[src/rtl/ptfs_pkg.sv]
`timescale 1ns / 1ps

package ptfs_pkg;

    localparam int OPCODE_W = 2;
    localparam int PERIOD_W = 16;
    localparam int ID_W     = 8;
    localparam int STATUS_W = 2;
    localparam int COUNT_W  = 4;
    localparam int STAG_W   = 8;

    localparam logic [STAG_W-1:0] STAGGER_STEP = 8'd23;

    // Input opcodes.
    localparam logic [OPCODE_W-1:0] OP_TICK     = 2'd0;
    localparam logic [OPCODE_W-1:0] OP_ADD      = 2'd1;
    localparam logic [OPCODE_W-1:0] OP_DELETE   = 2'd2;
    localparam logic [OPCODE_W-1:0] OP_DISPATCH = 2'd3;

    // Result kinds and status codes.
    localparam logic KIND_ACK  = 1'b0;
    localparam logic KIND_TASK = 1'b1;

    localparam logic [STATUS_W-1:0] ST_OK        = 2'd0;
    localparam logic [STATUS_W-1:0] ST_FULL      = 2'd1;
    localparam logic [STATUS_W-1:0] ST_NOT_FOUND = 2'd2;
    localparam logic [STATUS_W-1:0] ST_NONE      = 2'd3;

    // Operations of the slot update unit.
    localparam logic [1:0] SU_PASS  = 2'd0;
    localparam logic [1:0] SU_TICK  = 2'd1;
    localparam logic [1:0] SU_CLEAR = 2'd2;
    localparam logic [1:0] SU_LOAD  = 2'd3;

    typedef struct packed {
        logic [ID_W-1:0]     task_id;
        logic [PERIOD_W-1:0] period;
        logic [PERIOD_W-1:0] countdown;
        logic                ready;
    } t_entry;

    typedef struct packed {
        logic                kind;
        logic [STATUS_W-1:0] status;
        logic [ID_W-1:0]     task_id_out;
        logic [COUNT_W-1:0]  tasks_in_table;
        logic                last;
    } t_result;

    typedef struct packed {
        logic [1:0]          op;
        logic [PERIOD_W-1:0] period;
        logic [ID_W-1:0]     task_id;
        logic [STAG_W-1:0]   stagger;
    } t_slot_ctrl;

endpackage

[src/rtl/ptfs_in_if.sv]
`timescale 1ns / 1ps

interface ptfs_in_if;
    logic                             valid;
    logic                             ready;
    logic [ptfs_pkg::OPCODE_W-1:0]    opcode;
    logic [ptfs_pkg::PERIOD_W-1:0]    period;
    logic [ptfs_pkg::ID_W-1:0]        task_id;

    modport source (output valid, output opcode, output period, output task_id,
                    input ready);
    modport sink   (input valid, input opcode, input period, input task_id,
                    output ready);
endinterface

[src/rtl/ptfs_out_if.sv]
`timescale 1ns / 1ps

interface ptfs_out_if;
    logic                             valid;
    logic                             ready;
    logic                             kind;
    logic [ptfs_pkg::STATUS_W-1:0]    status;
    logic [ptfs_pkg::ID_W-1:0]        task_id_out;
    logic [ptfs_pkg::COUNT_W-1:0]     tasks_in_table;
    logic                             last;

    modport source (output valid, output kind, output status, output task_id_out,
                    output tasks_in_table, output last, input ready);
    modport sink   (input valid, input kind, input status, input task_id_out,
                    input tasks_in_table, input last, output ready);
endinterface

[src/rtl/ptfs_slot_unit.sv]
`timescale 1ns / 1ps

module ptfs_slot_unit (
    input  ptfs_pkg::t_slot_ctrl i_ctrl,
    input  ptfs_pkg::t_entry     i_entry,
    output ptfs_pkg::t_entry     o_entry
);

    always_comb begin
        o_entry = i_entry;
        unique case (i_ctrl.op)
            ptfs_pkg::SU_PASS: begin
                o_entry = i_entry;
            end
            ptfs_pkg::SU_TICK: begin
                // A zero countdown is parked: it never moves again on a tick.
                if (i_entry.countdown != '0) begin
                    if (i_entry.countdown == ptfs_pkg::PERIOD_W'(1)) begin
                        o_entry.countdown = i_entry.period;
                        o_entry.ready     = 1'b1;
                    end else begin
                        o_entry.countdown = i_entry.countdown - ptfs_pkg::PERIOD_W'(1);
                    end
                end
            end
            ptfs_pkg::SU_CLEAR: begin
                o_entry.ready = 1'b0;
            end
            ptfs_pkg::SU_LOAD: begin
                o_entry.task_id   = i_ctrl.task_id;
                o_entry.period    = i_ctrl.period;
                o_entry.countdown = i_ctrl.period
                                  + {{(ptfs_pkg::PERIOD_W-ptfs_pkg::STAG_W){1'b0}},
                                     i_ctrl.stagger};
                o_entry.ready     = 1'b0;
            end
            default: begin
                o_entry = i_entry;
            end
        endcase
    end

endmodule

[src/rtl/periodic_task_flag_scheduler.sv]
`timescale 1ns / 1ps

// Channel   Direction  Signals
// i_in      sink       valid, ready, opcode, period, task_id
// o_out     source     valid, ready, kind, status, task_id_out, tasks_in_table, last
//
// The task table is a single-write, single-read memory visited one slot per cycle
// while dispatch holds no slot. Add writes its slot straight from idle; tick and
// dispatch visit each of the N tasks held, and delete scans for the ID, then moves the
// last slot into the hole. Dispatch holds a slot while an earlier task beat is still
// waiting at the output register, so a stalled sink lengthens it. Reset (synchronous,
// active low) empties the table and clears the stagger; no clearing pass is needed.

module periodic_task_flag_scheduler #(
    parameter int MAX_TASKS = 8
) (
    input  logic            i_clk,
    input  logic            i_rst_n,
    ptfs_in_if.sink         i_in,
    ptfs_out_if.source      o_out
);

    localparam int IW = (MAX_TASKS > 1) ? $clog2(MAX_TASKS) : 1;
    localparam int CW = $clog2(MAX_TASKS + 1);

    localparam logic [2:0] S_IDLE     = 3'd0;
    localparam logic [2:0] S_TICK     = 3'd1;
    localparam logic [2:0] S_DEL_SCAN = 3'd2;
    localparam logic [2:0] S_DEL_MOVE = 3'd3;
    localparam logic [2:0] S_DISP     = 3'd4;
    localparam logic [2:0] S_EMIT     = 3'd5;

    logic [2:0]                    r_state, n_state;
    logic [IW-1:0]                 r_idx, n_idx;
    logic [CW-1:0]                 r_count, n_count;
    logic [ptfs_pkg::STAG_W-1:0]   r_stagger, n_stagger;
    logic [ptfs_pkg::ID_W-1:0]     r_id, n_id;
    logic                          r_pend_v, n_pend_v;
    logic [ptfs_pkg::ID_W-1:0]     r_pend_id, n_pend_id;
    ptfs_pkg::t_result             r_fin, n_fin;
    logic                          r_out_valid;
    ptfs_pkg::t_result             r_out, out_data;
    logic                          out_load;
    logic                          out_free;

    ptfs_pkg::t_entry              r_mem [MAX_TASKS];
    ptfs_pkg::t_entry              r_rdata;
    logic [IW-1:0]                 mem_raddr;
    logic [IW-1:0]                 mem_waddr;
    logic                          mem_we;
    ptfs_pkg::t_entry              mem_wdata;

    ptfs_pkg::t_slot_ctrl          su_ctrl;
    ptfs_pkg::t_entry              su_out;

    logic [IW-1:0]                 last_idx;
    logic [IW-1:0]                 next_idx;
    logic                          at_last;

    ptfs_slot_unit u_slot (
        .i_ctrl  (su_ctrl),
        .i_entry (r_rdata),
        .o_entry (su_out)
    );

    assign last_idx = IW'(r_count - CW'(1));
    assign next_idx = IW'(r_idx + IW'(1));
    assign at_last  = (r_idx == last_idx);
    assign out_free = !r_out_valid || o_out.ready;

    assign i_in.ready = (r_state == S_IDLE);

    always_comb begin
        n_state   = r_state;
        n_idx     = r_idx;
        n_count   = r_count;
        n_stagger = r_stagger;
        n_id      = r_id;
        n_pend_v  = r_pend_v;
        n_pend_id = r_pend_id;
        n_fin     = r_fin;
        mem_raddr = r_idx;
        mem_waddr = r_idx;
        mem_we    = 1'b0;
        mem_wdata = su_out;
        out_load  = 1'b0;
        out_data  = r_fin;
        su_ctrl.op      = ptfs_pkg::SU_PASS;
        su_ctrl.period  = i_in.period;
        su_ctrl.task_id = i_in.task_id;
        su_ctrl.stagger = r_stagger;

        unique case (r_state)
            S_IDLE: begin
                if (i_in.valid) begin
                    n_id              = i_in.task_id;
                    n_idx             = '0;
                    mem_raddr         = '0;
                    n_pend_v          = 1'b0;
                    n_fin.kind        = ptfs_pkg::KIND_ACK;
                    n_fin.status      = ptfs_pkg::ST_OK;
                    n_fin.task_id_out = i_in.task_id;
                    n_fin.last        = 1'b1;
                    n_fin.tasks_in_table = '0;
                    unique case (i_in.opcode)
                        ptfs_pkg::OP_TICK: begin
                            n_state = (r_count == '0) ? S_EMIT : S_TICK;
                        end
                        ptfs_pkg::OP_ADD: begin
                            if (r_count == CW'(MAX_TASKS)) begin
                                n_fin.status = ptfs_pkg::ST_FULL;
                            end else begin
                                su_ctrl.op = ptfs_pkg::SU_LOAD;
                                mem_we     = 1'b1;
                                mem_waddr  = r_count[IW-1:0];
                                n_count    = r_count + CW'(1);
                                n_stagger  = r_stagger + ptfs_pkg::STAGGER_STEP;
                            end
                            n_state = S_EMIT;
                        end
                        ptfs_pkg::OP_DELETE: begin
                            if (r_count == '0) begin
                                n_fin.status = ptfs_pkg::ST_NOT_FOUND;
                                n_state      = S_EMIT;
                            end else begin
                                n_state = S_DEL_SCAN;
                            end
                        end
                        ptfs_pkg::OP_DISPATCH: begin
                            if (r_count == '0) begin
                                n_fin.status = ptfs_pkg::ST_NONE;
                                n_state      = S_EMIT;
                            end else begin
                                n_state = S_DISP;
                            end
                        end
                        default: begin
                            n_state = S_EMIT;
                        end
                    endcase
                end
            end

            S_TICK: begin
                su_ctrl.op = ptfs_pkg::SU_TICK;
                mem_we     = 1'b1;
                if (at_last) begin
                    n_state = S_EMIT;
                end else begin
                    n_idx     = next_idx;
                    mem_raddr = next_idx;
                end
            end

            S_DEL_SCAN: begin
                if (r_rdata.task_id == r_id) begin
                    // Fetch the last slot; it moves into the hole next cycle.
                    mem_raddr = last_idx;
                    n_state   = S_DEL_MOVE;
                end else if (at_last) begin
                    n_fin.status = ptfs_pkg::ST_NOT_FOUND;
                    n_state      = S_EMIT;
                end else begin
                    n_idx     = next_idx;
                    mem_raddr = next_idx;
                end
            end

            S_DEL_MOVE: begin
                mem_we    = 1'b1;
                mem_wdata = r_rdata;
                n_count   = r_count - CW'(1);
                n_state   = S_EMIT;
            end

            S_DISP: begin
                if (r_rdata.ready && r_pend_v && !out_free) begin
                    // Hold this slot until the earlier task beat has gone.
                    mem_raddr = r_idx;
                end else begin
                    if (r_rdata.ready) begin
                        su_ctrl.op = ptfs_pkg::SU_CLEAR;
                        mem_we     = 1'b1;
                        n_pend_v   = 1'b1;
                        n_pend_id  = r_rdata.task_id;
                        if (r_pend_v) begin
                            out_load             = 1'b1;
                            out_data.kind        = ptfs_pkg::KIND_TASK;
                            out_data.status      = ptfs_pkg::ST_OK;
                            out_data.task_id_out = r_pend_id;
                            out_data.last        = 1'b0;
                        end
                    end
                    if (at_last) begin
                        if (n_pend_v) begin
                            n_fin.kind        = ptfs_pkg::KIND_TASK;
                            n_fin.status      = ptfs_pkg::ST_OK;
                            n_fin.task_id_out = n_pend_id;
                        end else begin
                            n_fin.status = ptfs_pkg::ST_NONE;
                        end
                        n_state = S_EMIT;
                    end else begin
                        n_idx     = next_idx;
                        mem_raddr = next_idx;
                    end
                end
            end

            S_EMIT: begin
                if (out_free) begin
                    out_load      = 1'b1;
                    out_data.last = 1'b1;
                    n_state       = S_IDLE;
                end
            end

            default: begin
                n_state = S_IDLE;
            end
        endcase

        out_data.tasks_in_table = ptfs_pkg::COUNT_W'(r_count);
    end

    always_ff @(posedge i_clk) begin
        if (!i_rst_n) begin
            r_state     <= S_IDLE;
            r_idx       <= '0;
            r_count     <= '0;
            r_stagger   <= '0;
            r_pend_v    <= 1'b0;
            r_out_valid <= 1'b0;
        end else begin
            r_state   <= n_state;
            r_idx     <= n_idx;
            r_count   <= n_count;
            r_stagger <= n_stagger;
            r_pend_v  <= n_pend_v;
            if (out_load) begin
                r_out_valid <= 1'b1;
            end else if (o_out.ready) begin
                r_out_valid <= 1'b0;
            end
        end
    end

    always_ff @(posedge i_clk) begin
        r_id      <= n_id;
        r_pend_id <= n_pend_id;
        r_fin     <= n_fin;
        if (out_load) begin
            r_out <= out_data;
        end
    end

    always_ff @(posedge i_clk) begin
        if (mem_we) begin
            r_mem[mem_waddr] <= mem_wdata;
        end
        r_rdata <= r_mem[mem_raddr];
    end

    assign o_out.valid          = r_out_valid;
    assign o_out.kind           = r_out.kind;
    assign o_out.status         = r_out.status;
    assign o_out.task_id_out    = r_out.task_id_out;
    assign o_out.tasks_in_table = r_out.tasks_in_table;
    assign o_out.last           = r_out.last;

endmodule
[src/flat_wrapper.sv]
// flat-port wrapper written by rule: the top's interface ports become plain ports
module periodic_task_flag_scheduler_flat 
#(
    parameter int MAX_TASKS = 8
)
  (i_clk, i_rst_n, i_in_valid, i_in_opcode, i_in_period, i_in_task_id, i_in_ready, o_out_valid, o_out_kind, o_out_status, o_out_task_id_out, o_out_tasks_in_table, o_out_last, o_out_ready);
  ptfs_in_if i_in_i ();
  ptfs_out_if o_out_i ();
  input  logic i_clk;
  input  logic i_rst_n;
  input wire logic [$bits(i_in_i.valid)-1:0] i_in_valid;
  input wire logic [$bits(i_in_i.opcode)-1:0] i_in_opcode;
  input wire logic [$bits(i_in_i.period)-1:0] i_in_period;
  input wire logic [$bits(i_in_i.task_id)-1:0] i_in_task_id;
  output wire logic [$bits(i_in_i.ready)-1:0] i_in_ready;
  output wire logic [$bits(o_out_i.valid)-1:0] o_out_valid;
  output wire logic [$bits(o_out_i.kind)-1:0] o_out_kind;
  output wire logic [$bits(o_out_i.status)-1:0] o_out_status;
  output wire logic [$bits(o_out_i.task_id_out)-1:0] o_out_task_id_out;
  output wire logic [$bits(o_out_i.tasks_in_table)-1:0] o_out_tasks_in_table;
  output wire logic [$bits(o_out_i.last)-1:0] o_out_last;
  input wire logic [$bits(o_out_i.ready)-1:0] o_out_ready;
  assign i_in_i.valid = i_in_valid;
  assign i_in_i.opcode = i_in_opcode;
  assign i_in_i.period = i_in_period;
  assign i_in_i.task_id = i_in_task_id;
  assign i_in_ready = i_in_i.ready;
  assign o_out_valid = o_out_i.valid;
  assign o_out_kind = o_out_i.kind;
  assign o_out_status = o_out_i.status;
  assign o_out_task_id_out = o_out_i.task_id_out;
  assign o_out_tasks_in_table = o_out_i.tasks_in_table;
  assign o_out_last = o_out_i.last;
  assign o_out_i.ready = o_out_ready;
  periodic_task_flag_scheduler #(.MAX_TASKS(MAX_TASKS)) u_core (.i_clk(i_clk), .i_rst_n(i_rst_n), .i_in(i_in_i), .o_out(o_out_i));
endmodule
[config.mk]
export PLATFORM = sky130hd
export DESIGN_NAME = periodic_task_flag_scheduler_flat
export DESIGN_NICKNAME = d
export VERILOG_FILES = /design/src/rtl/ptfs_pkg.sv /design/src/rtl/ptfs_in_if.sv /design/src/rtl/ptfs_out_if.sv /design/src/rtl/ptfs_slot_unit.sv /design/src/rtl/periodic_task_flag_scheduler.sv /design/src/flat_wrapper.sv
export SDC_FILE = /design/constraint.sdc
export NUM_CORES = 1
export LEC_CHECK = 0
export BUFFER_PORTS_ARGS = -buffer_cell sky130_fd_sc_hd__clkbuf_2
export CORE_UTILIZATION = 40
export DETAILED_ROUTE_END_ITERATION = 10
export PLACE_DENSITY = 0.54
export RECOVER_POWER = 25
export SETUP_SLACK_MARGIN = 0.05
export SLEW_MARGIN = 10
export SYNTH_ARGS = -nofsm -noshare
export SYNTH_HDL_FRONTEND = slang
export SYNTH_SLANG_ARGS = --single-unit
[constraint.sdc]
create_clock -name i_clk -period 3.9 [get_ports i_clk]
set_input_delay 0.195 -clock i_clk [delete_from_list [all_inputs] [get_ports i_clk]]
set_output_delay 0.195 -clock i_clk [all_outputs]
set_load 0.01 [all_outputs]
==> flow_metrics.tcl <==
set metrics [dict create \
    grt.met3_usage 0.0292 \
    critPathArrivalTime_ps 3910 \
    worstHoldStart "o_out_ready" \
    dieArea_um2 47700 \
    start_util 0.409 \
    slew_headroom 0.195 \
    root_buffer "clkbuf_16" \
    rsz0062_at_grt "no" \
    dp_slack_ps 443 \
    die_x_um 218 \
    grt-busiest-layer "met2" \
    globalRouteMet1Util 0.234 \
    drive_above_1_share 0.150 \
    worstSkewPairLatency_ps 600 \
    netlist_area_um2 18700 \
    overflow 0 \
    hold_path_class "primary input to flop" \
    post-route-period-util 0.888 \
    num_vias 10500 \
    synth-seq-area-share 0.660 \
    diodes 0 \
    ys_seq_elements 432 \
    use_met2 0.294 \
    reg2reg_setup_slack_ps 440 \
    synth_cells 1282 \
    synth_fp_nets 1327 \
    criticalPathCategory "flop to flop" \
    core_um2 45800 \
    grt_usage 0.177 \
    setup_ws_ps 436 \
    holdWs_ps 50.0 \
    antenna_found_initial 0 \
    leakagePower_uw 0.00859 \
    synthFlopType "edfxtp_1" \
    avgSynthCellArea_um2 14.6 \
    critPathLaunchType "flop" \
    grt_max_degree 74 \
    fin_util 0.469 \
    timing.fmax_mhz 289 \
    routedWlPerCell_um 20.6 \
    reg2reg_depth 11 \
    totalWireLength_mm 41.4 \
    cts_tree "done" \
    setup_viol 0 \
    yosys_warnings 0 \
    synth-edff-count 371 \
    dp_hpwl_mm 24.7 \
    crit_slowest_cell "o21a_4" \
    ctsResizeCount 0 \
    placed_area_um2 19800 \
    io_pins 48 \
    outcome "finished, final reports clean" \
    cts_max_level 2 \
    gp_congestion 0.821 \
    fin_skew_ps 35.4 \
    hold_viol 0 \
    vdd_drop_max_uv 390 \
    hold_buffers 11 \
    hold_path_depth 4 \
    ys_types 60 \
    die_h_um 218 \
    hold_end "u_core.r_state[0]" \
    clk_pin_slew_ps 60 \
    cts.path.max_buffers 3 \
    dr.pass1.iters 5 \
    worst_pin_slew_ps 1200 \
    port_buffers 47 \
    finalInstanceArea_um2 21500 \
    vias_per_cell 5.20 \
    crit_required_ps 4350 \
    first_iter_violations 657 \
    setup_tns_ps 0 \
    power.density_nw_per_um2 659 \
    worstReg2RegStart "u_core.r_count[1]" \
    maxCapViolCount 0 \
    numCtsBuffers 47 \
    post-route-min-period_ps 3460 \
    postCtsSetupBuffers 0 \
    worstPathCellList "inv_1, ha_1, xor2_1, and3_1, o311ai_4, o311ai_1, a31oi_1, o21a_4, buf_4, mux2i_1, mux2_2" \
    r2r_end "u_core.r_rdata[18]" \
    slew_violations 0 \
    grt_pass1_wl_mm 62.8 \
    clock-sinks 432 \
    post-route-drc-count 0 \
    antenna_left 0 \
    async_reset_ff_frac 0 \
    area_delta_synth_final_pct 14.5 \
    nNetsFinal 1415 \
    first_global_vias 10500 \
    critPathCaptureType "flop" \
    cpPeakStageDelay_ps 600 \
    row_count 78 \
    critPathMaxFanout 29 \
]
[final cells by class]
cell class,instances,area [µm²]
fill,3976,24300
sequential,432,12400
multi-input combinational,762,5930
clock buffer,66,1370
tap,600,751
timing repair buffer,105,749
clock inverter,22,225
inverter,22,82.6
[metal layers]
metal / part of all wire / wire length, µm / vias to the layer above
met1: 0.46 / 18900 / 5193
met5: 0 / 0 / -
met2: 0.48 / 20000 / 178
met3: 0.039 / 1630 / 59
li1: - / - / 5022
met4: 0.021 / 852 / 0
[cell families after synthesis]
| kind of cell | after synthesis | synth area share |
|---|---|---|
| adder cells (fa/ha/maj) | 15 | 0.0104 |
| flip-flops | 432 | 0.660 |
| buffers and inverters | 88 | 0.0286 |
| AND/OR/NAND/NOR | 248 | 0.0604 |
| multiplexers | 313 | 0.172 |
| XOR/XNOR | 41 | 0.0200 |
| AO/OA/AOI/OAI | 145 | 0.0495 |
[through the flow]
stage               total power, µW  std cells
floorplan                      8840       1282
global placement               9740       1910
detailed placement             9790       1910
CTS                           14300       2009
global route                  14800       2009
finish                        14100       2009
[layout by cell type (no fill, tap or decap), types with 7 or more instances in the layout]
cell type,n
edfxtp_1,371
mux2i_1,248
nand2_1,116
dfxtp_1,61
mux2_2,60
clkbuf_16,48
o21ai_0,42
clkbuf_1,41
a21oi_1,36
xnor2_1,34
nor2_1,31
buf_4,30
inv_1,22
clkbuf_2,22
nor3_1,21
nand3_1,15
ha_1,14
nor2b_1,12
dlygate4sd3_1,11
a31oi_1,10
clkbuf_8,10
a21boi_0,9
buf_12,9
nor2_4,8
or3_1,7
and3_1,7
and2_1,7
clkinv_1,7
[sequential cells by signal (all words and copies together) (netlist names)]
register and count:
u_core.r_pend_id 8, u_core.r_mem 328, u_core.r_count 4, u_core.o_out.task_id_out 8, u_core.o_out.status 2, u_core.o_out.tasks_in_table 4
u_core.r_idx 3, u_core.r_id 8, u_core.o_out.valid 1, u_core.r_state 3, u_core.r_pend_v 1, u_core.o_out.last 1
u_core.r_fin 11, u_core.r_stagger 8, u_core.o_out.kind 1, u_core.r_rdata 41
[worst max path at each step]
stage                  startpoint                  end  slack [ps]  cells past startpoint
3_5_place_dp   u_core.r_rdata[11]  u_core.r_mem[2][16]         440                      8
6_report        u_core.r_count[1]   u_core.r_rdata[18]         440                     11
5_1_grt        u_core.r_rdata[10]  u_core.r_mem[4][16]         180                      8
4_1_cts        u_core.r_rdata[11]  u_core.r_mem[4][16]         440                      8
2_1_floorplan   u_core.r_state[2]   u_core.r_mem[4][0]        -530                      9
3_3_place_gp   u_core.r_rdata[11]  u_core.r_mem[0][16]         480                      8
[synthesized netlist by cell type (6+ instances only)]
cell type / number / share of area
and3_1: 6 / 0.0020
xnor2_1: 34 / 0.016
o221ai_1: 6 / 0.0028
mux2i_1: 248 / 0.13
nor3_1: 21 / 0.0056
buf_2: 17 / 0.0045
edfxtp_1: 371 / 0.59
buf_4: 8 / 0.0032
or3_1: 7 / 0.0023
clkbuf_1: 28 / 0.0056
inv_1: 22 / 0.0044
nor2b_1: 12 / 0.0040
nor2_1: 39 / 0.0078
nand3_1: 15 / 0.0040
a21boi_0: 9 / 0.0036
nand2_1: 117 / 0.023
ha_1: 14 / 0.0093
o21ai_0: 42 / 0.011
xor2_1: 6 / 0.0028
and2_1: 10 / 0.0033
a31oi_1: 10 / 0.0033
a21oi_1: 36 / 0.0096
mux2_2: 65 / 0.039
dfxtp_1: 61 / 0.065
buf_12: 9 / 0.0096
[worst max-delay path, delay by kind of cell (launching register included)]
| family | cells | cell delay, ps |
|---|---|---|
| AOI/OAI and AO/OA | 4 | 1170 |
| xor gates and xnor gates | 1 | 200 |
| adders and majority gates | 1 | 360 |
| buffers and inverters | 2 | 440 |
| DFF | 1 | 410 |
| muxes | 2 | 380 |
| and+or+nand+nor | 1 | 330 |
[report_power, final]
part / internal [µW] / total [µW] / switching [µW] / leakage, µW
clock: 2710 / 4500 / 1780 / 0.000780
combinational: 1250 / 3080 / 1830 / 0.00393
sequential: 6180 / 6570 / 395 / 0.00388
No activity file was read; power rests on OpenSTA's default activity.
